[config.mk]
export PLATFORM = sky130hd
export DESIGN_NAME = qrs_sqrt_cell
export DESIGN_NICKNAME = d
export VERILOG_FILES = /design/src/hw/rtl/quadratic_root_solver_defines.svh /design/src/hw/rtl/qrs_pkg.sv /design/src/hw/rtl/qrs_sqrt_cell.sv
export SDC_FILE = /design/constraint.sdc
export NUM_CORES = 1
export LEC_CHECK = 0
export BUFFER_PORTS_ARGS = -buffer_cell sky130_fd_sc_hd__buf_2
export CAP_MARGIN = 20
export CORE_AREA = 2 2 226 228
export CTS_CLUSTER_DIAMETER = 100
export CTS_CLUSTER_SIZE = 25
export DETAILED_ROUTE_END_ITERATION = 8
export DIE_AREA = 0 0 228 230
export GPL_TIMING_DRIVEN = 1
export PLACE_DENSITY_LB_ADDON = 0.25
export REMOVE_ABC_BUFFERS = 1
export SLEW_MARGIN = 20
export SYNTH_ARGS = -nofsm -noshare
export SYNTH_HDL_FRONTEND = slang
export SYNTH_SLANG_ARGS = --single-unit
[constraint.sdc]
create_clock -name i_clk -period 2.35 [get_ports i_clk]
set_clock_uncertainty 0.15 [all_clocks]
set_input_delay 0 -clock i_clk [delete_from_list [all_inputs] [get_ports i_clk]]
set_output_delay 0 -clock i_clk [all_outputs]
set_load 0.01 [all_outputs]
[src/hw/rtl/quadratic_root_solver_defines.svh]
// Assertion macros used by the quadratic root solver RTL
`ifndef QUADRATIC_ROOT_SOLVER_DEFINES_SVH
`define QUADRATIC_ROOT_SOLVER_DEFINES_SVH

// same-cycle implication, checked on i_clk with reset masked
`define QRS_ASSERT_IMP(lbl, ante, cons) \
    lbl: assert property (@(posedge i_clk) disable iff (!i_rst_n) (ante) |-> (cons)) \
        else $error("quadratic root solver: assertion failed");

// next-cycle implication, checked on i_clk with reset masked
`define QRS_ASSERT_NXT(lbl, ante, cons) \
    lbl: assert property (@(posedge i_clk) disable iff (!i_rst_n) (ante) |=> (cons)) \
        else $error("quadratic root solver: assertion failed");

`endif

[src/hw/rtl/qrs_pkg.sv]
// Package: widths, result codes and pipeline word types of the quadratic root solver
package qrs_pkg;

    localparam int IN_W      = 32;               // port width of a coefficient
    localparam int COEF_W    = 32;               // bits of each coefficient that count
    localparam int FRAC_BITS = 16;               // fraction bits of the results
    localparam int OUT_W     = 49;               // result width

    localparam int PROD_W = 2 * COEF_W;          // b*b and a*c
    localparam int DSC_W  = 2 * COEF_W + 2;      // signed discriminant
    localparam int ROOT_W = (DSC_W + 2 * FRAC_BITS) / 2;  // root bits, one per cell
    localparam int RAD_W  = 2 * ROOT_W;          // scaled |d|
    localparam int SQR_W  = ROOT_W + 3;          // partial remainder of the root
    localparam int NB_W   = COEF_W + FRAC_BITS + 1;       // -b*2^F or -c*2^F
    localparam int NUM_W  = ((NB_W > ROOT_W + 1) ? NB_W : ROOT_W + 1) + 1;
    localparam int DEN_W  = COEF_W + 2;          // 2a or b, signed
    localparam int DVD_W  = NUM_W + 1;           // dividend 2|n|+|den|, quotient bits
    localparam int DSR_W  = DEN_W;               // divisor 2|den|
    localparam int DRM_W  = DSR_W + 1;           // shifted remainder

    localparam logic [DVD_W-1:0] FIX_MAX     = DVD_W'((64'd1 << (OUT_W - 1)) - 64'd1);
    localparam logic [DVD_W-1:0] FIX_MIN_MAG = DVD_W'(64'd1 << (OUT_W - 1));
    localparam logic signed [OUT_W-1:0] OUT_MAX = OUT_W'((64'd1 << (OUT_W - 1)) - 64'd1);
    localparam logic signed [OUT_W-1:0] OUT_MIN = OUT_W'(64'd1 << (OUT_W - 1));

    typedef enum logic [1:0] {
        CASE_REAL = 2'd0,
        CASE_CPX  = 2'd1,
        CASE_LIN  = 2'd2,
        CASE_NONE = 2'd3
    } t_case;

    typedef struct packed {
        t_case                    kase;
        logic signed [NB_W-1:0]   nb;
        logic signed [DEN_W-1:0]  den;
    } t_sq_side;

    typedef struct packed {
        logic               vld;
        logic [RAD_W-1:0]   rad;
        logic [SQR_W-1:0]   rem;
        logic [ROOT_W-1:0]  root;
        t_sq_side           side;
    } t_sq_word;

    typedef struct packed {
        t_case  kase;
        logic   neg1;
        logic   neg2;
    } t_dv_side;

    typedef struct packed {
        logic               vld;
        logic [DVD_W-1:0]   n1;
        logic [DVD_W-1:0]   n2;
        logic [DSR_W-1:0]   rem1;
        logic [DSR_W-1:0]   rem2;
        logic [DSR_W-1:0]   dsor;
        t_dv_side           side;
    } t_dv_word;

endpackage

[src/hw/rtl/qrs_sqrt_cell.sv]
// Square root cell: settles one root bit per stage
module qrs_sqrt_cell import qrs_pkg::*; (
    input  logic      i_clk,
    input  logic      i_rst_n,
    input  logic      i_en,
    input  t_sq_word  i_word,
    output t_sq_word  o_word
);
    logic              r_vld;
    t_sq_word          r_word;
    t_sq_word          n_word;
    logic [SQR_W-1:0]  w_shift;
    logic [SQR_W-1:0]  w_trial;
    logic              w_ge;

    // bring down two radicand bits, try root*4+1
    always_comb begin
        w_shift = {i_word.rem[SQR_W-3:0], i_word.rad[RAD_W-1 -: 2]};
        w_trial = {{(SQR_W-ROOT_W-2){1'b0}}, i_word.root, 2'b01};
        w_ge    = w_shift >= w_trial;
        n_word      = i_word;
        n_word.rad  = i_word.rad << 2;
        n_word.rem  = w_ge ? (w_shift - w_trial) : w_shift;
        n_word.root = {i_word.root[ROOT_W-2:0], w_ge};
    end

    always_ff @(posedge i_clk) begin
        if (!i_rst_n) begin
            r_vld <= 1'b0;
        end else if (i_en) begin
            r_vld <= i_word.vld;
        end
    end

    always_ff @(posedge i_clk) begin
        if (i_en) begin
            r_word <= n_word;
        end
    end

    always_comb begin
        o_word     = r_word;
        o_word.vld = r_vld;
    end
endmodule

==> flow_metrics.tcl <==
set metrics [dict create \
    postRouteAntennaNets 0 \
    synth-main-ff-cell "edfxtp_1" \
    outcome "complete, but fails checks" \
    fin_nets 2397 \
    drv_cap 0 \
    cts_sinks 283 \
    antenna_found_initial 16 \
    final_area_sq_um 22710 \
    ys_top_cells_by_area "edfxtp_1 68%, ha_1 5.1%, a21oi_1 3.8%" \
    die_w_um 228 \
    arrival_ns 2.45 \
    fin_util_pct 45.54 \
    drive_gt1_share_pct 44.83 \
    max_slew_margin_pct 56.73 \
    cp_data_required_time_ns 2.50 \
    grt_max_degree 66 \
    async_reset_ff_share_pct 0 \
    portBuffers 568 \
    violations "hold timing" \
    r2r_end "r_vld" \
    vdd_ir_drop_max_uv 440.3 \
    root_buffer "clkbuf_16" \
    nFillCells 4665 \
    rsz0062_at_grt "yes" \
    via_per_inst 4.370 \
    ff2ff_setup_slack_ns 0.90 \
    wl_per_cell_um 20.54 \
    synth_area_sq_um 12510 \
    syn_inst 912 \
    reg2reg_depth 3 \
    io-pin-count 573 \
    clk_pin_slew_ns 0.10 \
    worstHoldPathCells 1 \
    cts_buffers 18 \
    finalCritPeriodShare_pct 97.88 \
    clkLatencyLatePin_ns 0.53 \
    tightest_slew_ns 0.6491 \
    yosysTopAreaCellShare_pct 67.69 \
    fin_crit_ns 2.300 \
    max_freq_mhz 434.8 \
    min_to "o_word[107]" \
    synth_cell_types 76 \
    gp_congestion 0.8540 \
    grt_overflow 0 \
    r2r-start "r_vld" \
    die_y_um 230 \
    yosysSeqAreaShare_pct 67.85 \
    cts_tree "done" \
    drtPass1Iterations 5 \
    holdWs_ns -0.4918 \
    p_per_area_nw_per_um2 594.4 \
    syn_to_final_growth_pct 81.50 \
    holdCritPathClass "input port to flop" \
    die_area_sq_um 52440 \
    cp_max_fo 3 \
    start_kind "input port" \
    core-area_sq_um 49860 \
    num_vias 12000 \
    drv_slew 0 \
    setup.worst_path.start "i_word[85]" \
    synth_enable_flop_cells 282 \
    syn_avg_cell_area_sq_um 13.72 \
    initial_core_util_pct 25.09 \
    grt_pass1_wl_um 80390 \
    drc 0 \
    ys_seq_elements 283 \
    htreeDepth 1 \
    synth_warnings 0 \
    total_power_w 0.01350 \
    drtIter0Drc 609 \
    grt_pass1_vias 12590 \
    setup.worst_path.end_class "flop" \
    dpl-instance-area_sq_um 17700 \
    wirelength_um 56390 \
    core.rowCount 82 \
    hpwl_um 42010 \
    hp-start "i_word[106]" \
    setup_violations 0 \
    synth.largest_area_cell "edfxtp_1" \
    leakagePower_nw 9.902 \
    finalHoldViolCount 4 \
    critPathKind "input port to flop" \
    ctsLongestPathBuffers 3 \
    grt_util_all_layers_pct 20.49 \
]
==> logic make-up (layout without fill, tap and decap cells) <==
group                    count (synthesis)  count (layout)  share of synthesized area, %
AND/OR/NAND/NOR                        209             209                         8.271
other                                    1               7                       0.02997
buffers and inverters                  104            1259                         3.720
adder cells (fa/ha/maj)                 51              51                         5.100
XOR/XNOR                                47              47                         3.290
multiplexers                            10              10                        0.9100
AO/OA/AOI/OAI                          207             207                         10.83
flip-flops                             283             283                         67.85
==> worst max path at each step <==
| stage | end |
|---|---|
| global route | o_word[183] |
| finish | o_word[183] |
| floorplan | o_word[137] |
| CTS | o_word[184] |
| detailed placement | o_word[184] |
| global placement | o_word[184] |
==> final cells by class <==
class | count | area, sq um | share of cell area [%]
Multi-Input combinational cell | 526 | 4058 | 17.87
Clock inverter | 9 | 112.6 | 0.4959
Sequential cell | 283 | 8488 | 37.38
Timing Repair Buffer | 1161 | 8442 | 37.18
Antenna cell | 5 | 12.51 | 0.05510
Clock buffer | 21 | 493.0 | 2.171
Inverter | 68 | 260.3 | 1.146
Tap cell | 672 | 840.8 | 3.703
==> state kept, by name, indices dropped and copies added (netlist names) <==
| register | cells |
|---|---|
| r_vld | 1 |
| o_word | 282 |
==> metrics by stage <==
stage | std cells | hold WS [ns] | setup TNS [ns] | setup slack [ns]
after floorplan | 877 | -0.05113 | -16.54 | -0.4967
after global placement | 2330 | 0.02677 | -30.05 | -0.7418
after detailed placement | 2330 | 0.02812 | -28.33 | -0.8062
after CTS | 2711 | -0.5418 | -0.07860 | -0.06147
after global routing | 2741 | -0.5280 | -0.06011 | -0.03513
final | 2745 | -0.4918 | 0 | 0.04989
==> power breakdown <==
part	switching, W	internal [W]
clock network	0.00194	0.00160
registers	0.000139	0.00611
logic	0.00185	0.00187
total	0.00392	0.00958
==> synth_stat cells, types with 7 or more instances <==
master    instances
edfxtp_1        282
a21oi_1          95
nor2_1           81
inv_1            67
ha_1             51
nand2_1          47
o21ai_0          28
xnor2_1          28
a21o_1           19
xor2_1           19
nand4_1          17
buf_2            16
nor3_1           15
o21bai_1         11
buf_4             9
nand2b_1          7
nand3_1           7
==> metal layers <==
| metal | vias to the layer above | track usage [%] | wire (um) |
|---|---|---|---|
| met5 | - | 0 | 113 |
| met4 | 18 | 8.905 | 2638 |
| met3 | 103 | 5.568 | 4021 |
| met2 | 438 | 34.79 | 27000 |
| met1 | 5768 | 24.37 | 22610 |
| li1 | 5668 | - | - |
==> placed cells by master, fill, tap and decap left out, drive strengths merged, types with 3 or more instances in the layout <==
cell type | Yosys | layout
buf | 27 | 806
and2 | 6 | 6
a221o | 3 | 3
o31ai | 3 | 3
nand2b | 7 | 7
inv | 68 | 73
clkbuf | 9 | 23
a21o | 19 | 19
nand4 | 18 | 18
clkinv | 0 | 3
xnor2 | 28 | 28
edfxtp | 282 | 282
nand3 | 8 | 8
a31oi | 8 | 8
diode | 0 | 5
nor3 | 16 | 16
o21bai | 11 | 11
and4 | 3 | 3
nor4 | 3 | 3
o211ai | 5 | 5
ha | 51 | 51
o221ai | 3 | 3
dlygate4sd3 | 0 | 353
nor2 | 81 | 81
mux2 | 8 | 8
xor2 | 19 | 19
and3 | 5 | 5
o21ai | 34 | 34
a21oi | 98 | 98
nor2b | 5 | 5
nand2 | 48 | 48
o21a | 3 | 3
==> worst max-delay path, stage by stage <==
cell and delay, ns:
buf_2 0.10, inv_2 0.05, ha_4 0.28, o21ai_4 0.07, a221oi_4 0.36, a31oi_4 0.13
buf_4 0.17, o2111ai_4 0.22, a21oi_4 0.12, o41ai_4 0.36, a31oi_2 0.16, xnor2_1 0.15
mux2_4 0.26
==> repair_timing <==
| action | in CTS | in global routing |
|---|---|---|
| hold endpoints to repair | 337 | 18 |
| hold buffers | 336 | 17 |
| setup endpoints to repair | 24 | 42 |
| buffers inserted | 16 | 11 |
| gates resized for setup | 76 | 33 |
| pin swaps | 29 | 33 |
| cloned | 0 | 2 |
Note: power is estimated with default switching activity, not from simulation.
