**config.mk**
```make
export PLATFORM = sky130hd
export DESIGN_NAME = qrs_div_cell
export DESIGN_NICKNAME = d
export VERILOG_FILES = /design/src/hw/rtl/quadratic_root_solver_defines.svh /design/src/hw/rtl/qrs_pkg.sv /design/src/hw/rtl/qrs_div_cell.sv
export SDC_FILE = /design/constraint.sdc
export NUM_CORES = 1
export LEC_CHECK = 0
export ABC_AREA = 1
export BUFFER_PORTS_ARGS = -buffer_cell sky130_fd_sc_hd__buf_2
export CAP_MARGIN = 20
export CORE_AREA = 3 3 139 209
export CTS_BUF_LIST = sky130_fd_sc_hd__clkbuf_4
export CTS_CLUSTER_DIAMETER = 60
export DETAILED_ROUTE_END_ITERATION = 12
export DIE_AREA = 0 0 142 212
export GPL_TIMING_DRIVEN = 0
export PLACE_DENSITY = 0.72
export SLEW_MARGIN = 30
export SYNTH_ARGS = -nofsm -noshare
export SYNTH_HDL_FRONTEND = slang
export SYNTH_SLANG_ARGS = --single-unit
```
**constraint.sdc**
```tcl
create_clock -name i_clk -period 2.2 [get_ports i_clk]
set_input_delay 0.44 -clock i_clk [delete_from_list [all_inputs] [get_ports i_clk]]
set_output_delay 0.44 -clock i_clk [all_outputs]
set_load 0.005 [all_outputs]
```
**src/hw/rtl/quadratic_root_solver_defines.svh**
```systemverilog
// Assertion macros used by the quadratic root solver RTL
`ifndef QUADRATIC_ROOT_SOLVER_DEFINES_SVH
`define QUADRATIC_ROOT_SOLVER_DEFINES_SVH

// same-cycle implication, checked on i_clk with reset masked
`define QRS_ASSERT_IMP(lbl, ante, cons) \
    lbl: assert property (@(posedge i_clk) disable iff (!i_rst_n) (ante) |-> (cons)) \
        else $error("quadratic root solver: assertion failed");

// next-cycle implication, checked on i_clk with reset masked
`define QRS_ASSERT_NXT(lbl, ante, cons) \
    lbl: assert property (@(posedge i_clk) disable iff (!i_rst_n) (ante) |=> (cons)) \
        else $error("quadratic root solver: assertion failed");

`endif

```
**src/hw/rtl/qrs_pkg.sv**
```systemverilog
// Package: widths, result codes and pipeline word types of the quadratic root solver
package qrs_pkg;

    localparam int IN_W      = 32;               // port width of a coefficient
    localparam int COEF_W    = 32;               // bits of each coefficient that count
    localparam int FRAC_BITS = 16;               // fraction bits of the results
    localparam int OUT_W     = 49;               // result width

    localparam int PROD_W = 2 * COEF_W;          // b*b and a*c
    localparam int DSC_W  = 2 * COEF_W + 2;      // signed discriminant
    localparam int ROOT_W = (DSC_W + 2 * FRAC_BITS) / 2;  // root bits, one per cell
    localparam int RAD_W  = 2 * ROOT_W;          // scaled |d|
    localparam int SQR_W  = ROOT_W + 3;          // partial remainder of the root
    localparam int NB_W   = COEF_W + FRAC_BITS + 1;       // -b*2^F or -c*2^F
    localparam int NUM_W  = ((NB_W > ROOT_W + 1) ? NB_W : ROOT_W + 1) + 1;
    localparam int DEN_W  = COEF_W + 2;          // 2a or b, signed
    localparam int DVD_W  = NUM_W + 1;           // dividend 2|n|+|den|, quotient bits
    localparam int DSR_W  = DEN_W;               // divisor 2|den|
    localparam int DRM_W  = DSR_W + 1;           // shifted remainder

    localparam logic [DVD_W-1:0] FIX_MAX     = DVD_W'((64'd1 << (OUT_W - 1)) - 64'd1);
    localparam logic [DVD_W-1:0] FIX_MIN_MAG = DVD_W'(64'd1 << (OUT_W - 1));
    localparam logic signed [OUT_W-1:0] OUT_MAX = OUT_W'((64'd1 << (OUT_W - 1)) - 64'd1);
    localparam logic signed [OUT_W-1:0] OUT_MIN = OUT_W'(64'd1 << (OUT_W - 1));

    typedef enum logic [1:0] {
        CASE_REAL = 2'd0,
        CASE_CPX  = 2'd1,
        CASE_LIN  = 2'd2,
        CASE_NONE = 2'd3
    } t_case;

    typedef struct packed {
        t_case                    kase;
        logic signed [NB_W-1:0]   nb;
        logic signed [DEN_W-1:0]  den;
    } t_sq_side;

    typedef struct packed {
        logic               vld;
        logic [RAD_W-1:0]   rad;
        logic [SQR_W-1:0]   rem;
        logic [ROOT_W-1:0]  root;
        t_sq_side           side;
    } t_sq_word;

    typedef struct packed {
        t_case  kase;
        logic   neg1;
        logic   neg2;
    } t_dv_side;

    typedef struct packed {
        logic               vld;
        logic [DVD_W-1:0]   n1;
        logic [DVD_W-1:0]   n2;
        logic [DSR_W-1:0]   rem1;
        logic [DSR_W-1:0]   rem2;
        logic [DSR_W-1:0]   dsor;
        t_dv_side           side;
    } t_dv_word;

endpackage

```
**src/hw/rtl/qrs_div_cell.sv**
```systemverilog
// Divider cell: one quotient bit per stage for both lanes over a shared divisor
module qrs_div_cell import qrs_pkg::*; (
    input  logic      i_clk,
    input  logic      i_rst_n,
    input  logic      i_en,
    input  t_dv_word  i_word,
    output t_dv_word  o_word
);
    logic              r_vld;
    t_dv_word          r_word;
    t_dv_word          n_word;
    logic [DRM_W-1:0]  w_s1;
    logic [DRM_W-1:0]  w_s2;
    logic [DRM_W-1:0]  w_d;
    logic              w_ge1;
    logic              w_ge2;

    // restoring step: shift in the next dividend bit, subtract when it fits
    always_comb begin
        w_d   = DRM_W'(i_word.dsor);
        w_s1  = {i_word.rem1, i_word.n1[DVD_W-1]};
        w_s2  = {i_word.rem2, i_word.n2[DVD_W-1]};
        w_ge1 = w_s1 >= w_d;
        w_ge2 = w_s2 >= w_d;
        n_word      = i_word;
        n_word.rem1 = w_ge1 ? DSR_W'(w_s1 - w_d) : DSR_W'(w_s1);
        n_word.rem2 = w_ge2 ? DSR_W'(w_s2 - w_d) : DSR_W'(w_s2);
        n_word.n1   = {i_word.n1[DVD_W-2:0], w_ge1};
        n_word.n2   = {i_word.n2[DVD_W-2:0], w_ge2};
    end

    always_ff @(posedge i_clk) begin
        if (!i_rst_n) begin
            r_vld <= 1'b0;
        end else if (i_en) begin
            r_vld <= i_word.vld;
        end
    end

    always_ff @(posedge i_clk) begin
        if (i_en) begin
            r_word <= n_word;
        end
    end

    always_comb begin
        o_word     = r_word;
        o_word.vld = r_vld;
    end
endmodule

```
==> results of run 1 <==
==> registers in the layout, indices dropped and copies added, names as in the netlist <==
register  cells
o_word      210
r_vld         1
==> final cells by class <==
class,instances,area (sq um)
fillers,2368,10000
flip-flops and latches,211,6330
multi-input cells,1006,5000
repair buffers,604,3960
inverters,232,882
clock buffers,69,518
well taps,342,428
plain buffers,13,120
clock inverters,12,76.3
diodes,3,7.51
==> cells in the final DEF, fill, tap and decap left out, types with 2 or more instances in the layout <==
cell type,count
a21oi_1,53
a21oi_2,2
and3_1,2
buf_16,2
buf_2,423
buf_4,11
buf_6,6
clkbuf_4,69
clkinv_1,9
clkinvlp_4,2
diode_2,3
dlygate4sd3_1,174
edfxtp_1,210
fa_1,2
ha_1,65
ha_4,2
inv_1,222
inv_2,7
nand2_1,580
nand2_2,9
nand2_4,2
nand3_1,69
nand3_2,3
nand3b_1,13
nand4_1,8
nor2_1,112
nor2_2,4
nor2_4,2
nor3_1,10
o21ai_0,23
o21ai_1,2
o21bai_1,4
xnor2_1,4
xor2_1,32
==> routing by layer <==
metal | GRT usage | up-vias | wire length (um)
li1 | - | 6018 | -
met1 | 0.364 | 5724 | 18800
met2 | 0.566 | 574 | 24800
met3 | 0.0862 | 143 | 4250
met4 | 0.190 | 4 | 3270
met5 | 0 | - | 23
==> worst min-delay path: cells and delay by family <==
kind / cells / cell delay, ps
simple gates: 2 / 120
buf+inv: 1 / 120
==> power by group <==
group	internal (mW)	switching, mW	total [mW]
logic	1.21	1.78	3.00
clock network	1.55	1.67	3.22
registers	4.93	0.141	5.07
==> repair_timing <==
action | CTS | global route
resized for setup | 0 | 13
hold endpoints to repair | 173 | 0
setup buffers | 0 | 4
setup endpoints to repair | 0 | 36
hold buffers | 174 | 0
==> per-stage QoR <==
| step | setup TNS, ps | hold slack (ps) | setup slack, ps | std cells | total power [mW] |
|---|---|---|---|---|---|
| 2_1_floorplan | 0 | 502 | 3.76 | 1461 | 6.50 |
| 3_3_place_gp | -463370 | 536 | -2140 | 2227 | 7.80 |
| 3_5_place_dp | -41090 | 537 | -735 | 2229 | 7.81 |
| 4_1_cts | 0 | 0.305 | 16.5 | 2484 | 11.2 |
| 5_1_grt | -18.0 | 21.2 | -18.0 | 2491 | 11.9 |
| 6_report | 0 | 51.8 | 40.9 | 2492 | 11.3 |
==> cell families (layout without fill, tap and decap cells) <==
kind of cell               count (synthesis)  in the layout  share of synthesized area
buffers and inverters                    245            930                     0.0812
and+or+nand+nor                          814            815                      0.269
DFF                                      211            211                      0.516
adders and majority gates                 70             70                     0.0726
other                                      0              3                          0
AOI/OAI and AO/OA                         85             85                     0.0360
xor gates and xnor gates                  36             36                     0.0257
==> path summary, 6_finish.rpt <==
check	depth (start not counted)	slack (ps)	end
worst min-delay path	3	50	o_word[91]$_DFFE_PP_
worst max-delay path	16	40	o_word[96]$_DFFE_PP_
worst min register to register	3	1110	r_vld$_SDFFE_PN0P_
worst max register to register	3	1000	r_vld$_SDFFE_PN0P_
==> reports/summary.txt, run 1 <==
Yosys top cell area share: 0.514
Commonest cells post-synth: 580 x nand2_1, 223 x inv_1, 210 x edfxtp_1
Syn Nets: 1745
Area leader, netlist: edfxtp_1
Num rows: 74
Final non-filler cell area: 17300 sq um
Initial Util: 0.449
Max cap viols: 0
# clock sinks: 211
1st-pass router iterations: 5
HP Start: i_word[90]
HPWL Detailed: 39100 um
Clock Skews: 0 ps
Largest net degree at the start of global routing: 85
Post-synthesis cell type count: 28
CP Data Required Time: 2670 ps
Fmax: 0.463 GHz
Initial antenna violation count: 5
CTS buffer count: 50
CP top delay family: simple AND/OR/NAND/NOR gates
CP Capture Type: flop
Mean routed wirelength per cell: 20.5 um
Top-count cell post-synth: nand2_1
WL final: 51100 um
Final Wtd Congestion: 0.978
Detail Route Antenna Nets: 0
CP cell instances: buf_2, clkinvlp_4, ha_1, nand2_1, inv_2, nand2_1, nand2_1, nand2_1, nand2_1, a21oi_1, nand2_2, nand2_2, nand2_4, buf_4, nand3_1, nand2_1
Dpl cell area: 14900 sq um
Area growth, synth to finish: 41.2%
Crit-path max cell delay: 420 ps
FF-to-FF Start: r_vld$_SDFFE_PN0P_
RSZ-0062 raised after global routing: true
Min Tclk post-route: 2160 ps
Yosys reg bits: 211
CP Launch Type: primary input
Cell mode on critical path: nand2_1
I/O Pins: 425
Ratio of cells with drive above 1 in the final layout: 0.257
Finished Core Util: 0.634
DRC viols: 0
Number of synthesized flops with an enable pin: 210
Hold/Removal Path Class: in -> reg
Static Leak: 8.80 nW
# nets final: 2402
Arrival time at the worst endpoint: 2630 ps
Syn_area_per_cell: 8.40 sq um
PortBufs: 424
Worst rel slew slack: 0.665
Initial DRC count: 602
Clock tree buffer depth: 3
P per Cell Area: 652 nW/um^2
Final Hold Fails: 0
CTS tree: done
Crit path kind: in -> reg
Top post-synthesis cells by area: edfxtp_1 51%, nand2_1 18%, ha_1 6.9%
Final setup violation count: 0
Ys flop type: edfxtp_1
Crit Path Max Fanout: 10
Final worst-path cycle share: 0.981
Seq/Total Area, Yosys: 0.516
CP startpoint: i_word[18]
Vias: 12500
Slowest cell on the critical path: ha_1
Post-Syn Area: 12300 sq um
Vias per inst: 5.00
Worst skew pair latency: 690 ps
Max H-tree Level: 2
Cells after Synth: 1461
Clock transition at path regs: 70 ps
Async SR Flop Fraction: 0
Die height: 212 um
VDD IR-drop max: 369 uV
CP Buf/Inv Count: 4
Slew at the pin with the worst max-slew slack: 502 ps
Grt ovf: 0
Status: finished, final reports clean
Clock root buffer: clkbuf_4
Full die area: 30100 sq um
Max Slew Vio Count: 0
Warnings from Yosys: 0
Total core area: 27300 sq um
Die width: 142 um
Vias in the first global route: 12500
GRT Overall Usage: 0.329
Global-route wire length before repair: 73200 um
No activity file was read; power rests on OpenSTA's default activity.
==> inputs of run 2 (changes only) <==
--- a/config.mk
+++ b/config.mk
@@ -15,6 +15,7 @@
 export DIE_AREA = 0 0 142 212
 export GPL_TIMING_DRIVEN = 0
 export PLACE_DENSITY = 0.72
+export RECOVER_POWER = 100
 export SLEW_MARGIN = 30
 export SYNTH_ARGS = -nofsm -noshare
 export SYNTH_HDL_FRONTEND = slang
==> run 2 against run 1 <==
- final cell count unchanged
- clock skew is the same
- sequential cell count stayed put
- die area stayed put
- critical path type unchanged
- critical endpoint unchanged
==> reports/summary.txt, run 2 (same netlist as run 1, synthesis figures left out) <==
Max H-tree Level: 2 (unchanged)
Clock tree buffer depth: 3 (unchanged)
Detail Route Antenna Nets: 0 (unchanged)
CTS tree: done (unchanged)
Combinational Power Share: 0.265 (was 0.266)
I/O Pins: 425 (unchanged)
Worst rel slew slack: 0.665 (about the same)
Mean routed wirelength per cell: 20.5 um (about the same)
VDD IR-drop max: 369 uV (about the same)
Arrival time at the worst endpoint: 2640 ps (was 2630 ps)
Vias: 12400 (was 12500)
HPWL Detailed: 39100 um (unchanged)
Fmax: 0.462 GHz (was 0.463 GHz)
Min Tclk post-route: 2160 ps (about the same)
Slowest cell on the critical path: ha_1 (unchanged)
Commonest cells after routing, fill and taps aside: 580 x nand2_1, 395 x buf_2, 222 x inv_1, 210 x edfxtp_1, 174 x dlygate4sd3_1 (was 580 x nand2_1, 423 x buf_2, 222 x inv_1, 210 x edfxtp_1, 174 x dlygate4sd3_1)
Hold Worst Slack: 52.1 ps (was 51.8 ps)
Max Slew Vio Count: 0 (unchanged)
Clk pwr share: 0.285 (about the same)
CTS buffer count: 50 (unchanged)
Static Leak: 8.72 nW (was 8.80 nW)
FF-to-FF End: r_vld$_SDFFE_PN0P_ (unchanged)
Vias per inst: 4.99 (was 5.00)
Grt ovf: 0 (unchanged)
Final setup violation count: 0 (unchanged)
Power, Total: 11.3 mW (about the same)
CP top delay family: simple AND/OR/NAND/NOR gates (unchanged)
Commonest non-fill, non-tap cell in the layout: nand2_1 (unchanged)
Final worst-path cycle share: 0.984 (was 0.981)
Hold/Removal Path Class: in -> reg (unchanged)
CP Capture Type: flop (unchanged)
Worst skew pair latency: 690 ps (about the same)
Worst Hold End: o_word[91]$_DFFE_PP_ (unchanged)
PortBufs: 424 (unchanged)
Initial antenna violation count: 4 (was 5)
Die height: 212 um (unchanged)
Sequential Power Share: 0.450 (was 0.449)
Area growth, synth to finish: 40.9% (was 41.2%)
FF-to-FF Start: r_vld$_SDFFE_PN0P_ (unchanged)
Crit-path max cell delay: 400 ps (was 420 ps)
# clock sinks: 211 (unchanged)
Cell mode on critical path: nand2_1 (unchanged)
Cell count of the worst hold path: 3 (unchanged)
Register-to-register setup slack: 1000 ps (about the same)
CP cell instances: clkbuf_1, inv_1, ha_1, a21oi_1, nand2_1, nand2_1, nand2_1, a21oi_1, nand2_2, nand2_2, nand2_4, buf_4, nand3_1, nand2_1 (was buf_2, clkinvlp_4, ha_1, nand2_1, inv_2, nand2_1, nand2_1, nand2_1, nand2_1, a21oi_1, nand2_2, nand2_2, nand2_4, buf_4, nand3_1, nand2_1)
Final Wtd Congestion: 0.978 (unchanged)
Status: finished, final reports clean (unchanged)
Sw Pwr: 3.59 mW (about the same)
Largest register FFs: 210 (unchanged)
P per Cell Area: 652 nW/um^2 (about the same)
Ratio of cells with drive above 1 in the final layout: 0.244 (was 0.257)
Finished Core Util: 0.633 (was 0.634)
Crit Path Max Fanout: 10 (unchanged)
DRC viols: 0 (unchanged)
1st-pass router iterations: 6 (was 5)
Initial Util: 0.449 (unchanged)
Die width: 142 um (unchanged)
Full die area: 30100 sq um (unchanged)
CP Launch Type: primary input (unchanged)
CP Data Required Time: 2670 ps (about the same)
# nets final: 2402 (unchanged)
GRT Overall Usage: 0.329 (unchanged)
Max cap viols: 0 (unchanged)
HP Start: i_word[90] (unchanged)
Initial DRC count: 587 (was 602)
WL final: 51100 um (about the same)
Crit path kind: in -> reg (unchanged)
Largest net degree at the start of global routing: 85 (unchanged)
Num rows: 74 (unchanged)
Vias in the first global route: 12500 (unchanged)
Global-route wire length before repair: 73200 um (unchanged)
Switch share: 0.318 (about the same)
Slew at the pin with the worst max-slew slack: 502 ps (about the same)
CP Buf/Inv Count: 3 (was 4)
Clock Skews: 0 ps (unchanged)
Total core area: 27300 sq um (unchanged)
Final Hold Fails: 0 (unchanged)
R2R depth: 3 (unchanged)
RSZ-0062 raised after global routing: true (unchanged)
Pint: 7.68 mW (was 7.69 mW)
Clock root buffer: clkbuf_4 (unchanged)
CP startpoint: i_word[26] (was i_word[18])
Clock transition at path regs: 70 ps (about the same)
run 2: worst max-delay path by stage:
| stage | to | slack (ps) | cells past startpoint |
|---|---|---|---|
| global placement | r_vld$_SDFFE_PN0P_ | -2140 | 3 |
| floorplan | o_word[92]$_DFFE_PP_ | 4 | 14 |
| CTS | o_word[73]$_DFFE_PP_ | 20 | 13 |
| global route | o_word[39]$_DFFE_PP_ | -20 | 17 |
| detailed placement | o_word[39]$_DFFE_PP_ | -740 | 13 |
| finish | o_word[96]$_DFFE_PP_ | 40 | 14 |
run 2: cell type report:
cell class	instances	area, sq um
Clock buffer	69	518
Fill cell	2384	10000
Inverter	232	882
Tap cell	342	428
Sequential cell	211	6330
Buffer	13	120
Antenna cell	3	7.51
Multi-Input combinational cell	1006	5000
Clock inverter	12	76.3
Timing Repair Buffer	604	3920
run 2: worst register-to-register path: stages (launching register included):
cell and delay [ps]:
dfxtp_1 310, o21ai_0 160, a21oi_1 60, dlygate4sd3_1 560
run 2: through the flow:
step | setup slack (ps) | instances | setup TNS, ps | instance area, sq um
3_5_place_dp | -735 | 2229 | -41090 | 14900
5_1_grt | -18.0 | 2491 | -18.0 | 17300
6_report | 35.0 | 2492 | 0 | 17300
3_3_place_gp | -2140 | 2227 | -463370 | 14800
4_1_cts | 16.5 | 2484 | 0 | 17200
2_1_floorplan | 3.76 | 1461 | 0 | 12300
run 2: layer usage:
metal	vias to the layer above	GRT usage	share of wire
met1	5688	0.364	0.36
met2	591	0.566	0.49
met5	-	0	0.00020
li1	6018	-	-
met3	136	0.0862	0.089
met4	2	0.190	0.063
run 2: power groups by stage:
stage               Clock (mW)  Combinational, mW  Sequential, mW
floorplan                    0               1.32            5.18
global placement             0               2.64            5.15
detailed placement           0               2.68            5.13
CTS                       3.24               2.94            5.06
global route              3.46               3.28            5.10
finish                    3.21               2.99            5.07
run 2: repair_timing:
action | 4_1_cts | 5_1_grt
setup endpoints to repair | 0 | 36
hold buffers | 174 | 0
endpoints found under the hold margin | 173 | 0
resized for setup | 0 | 13
setup buffers | 0 | 4
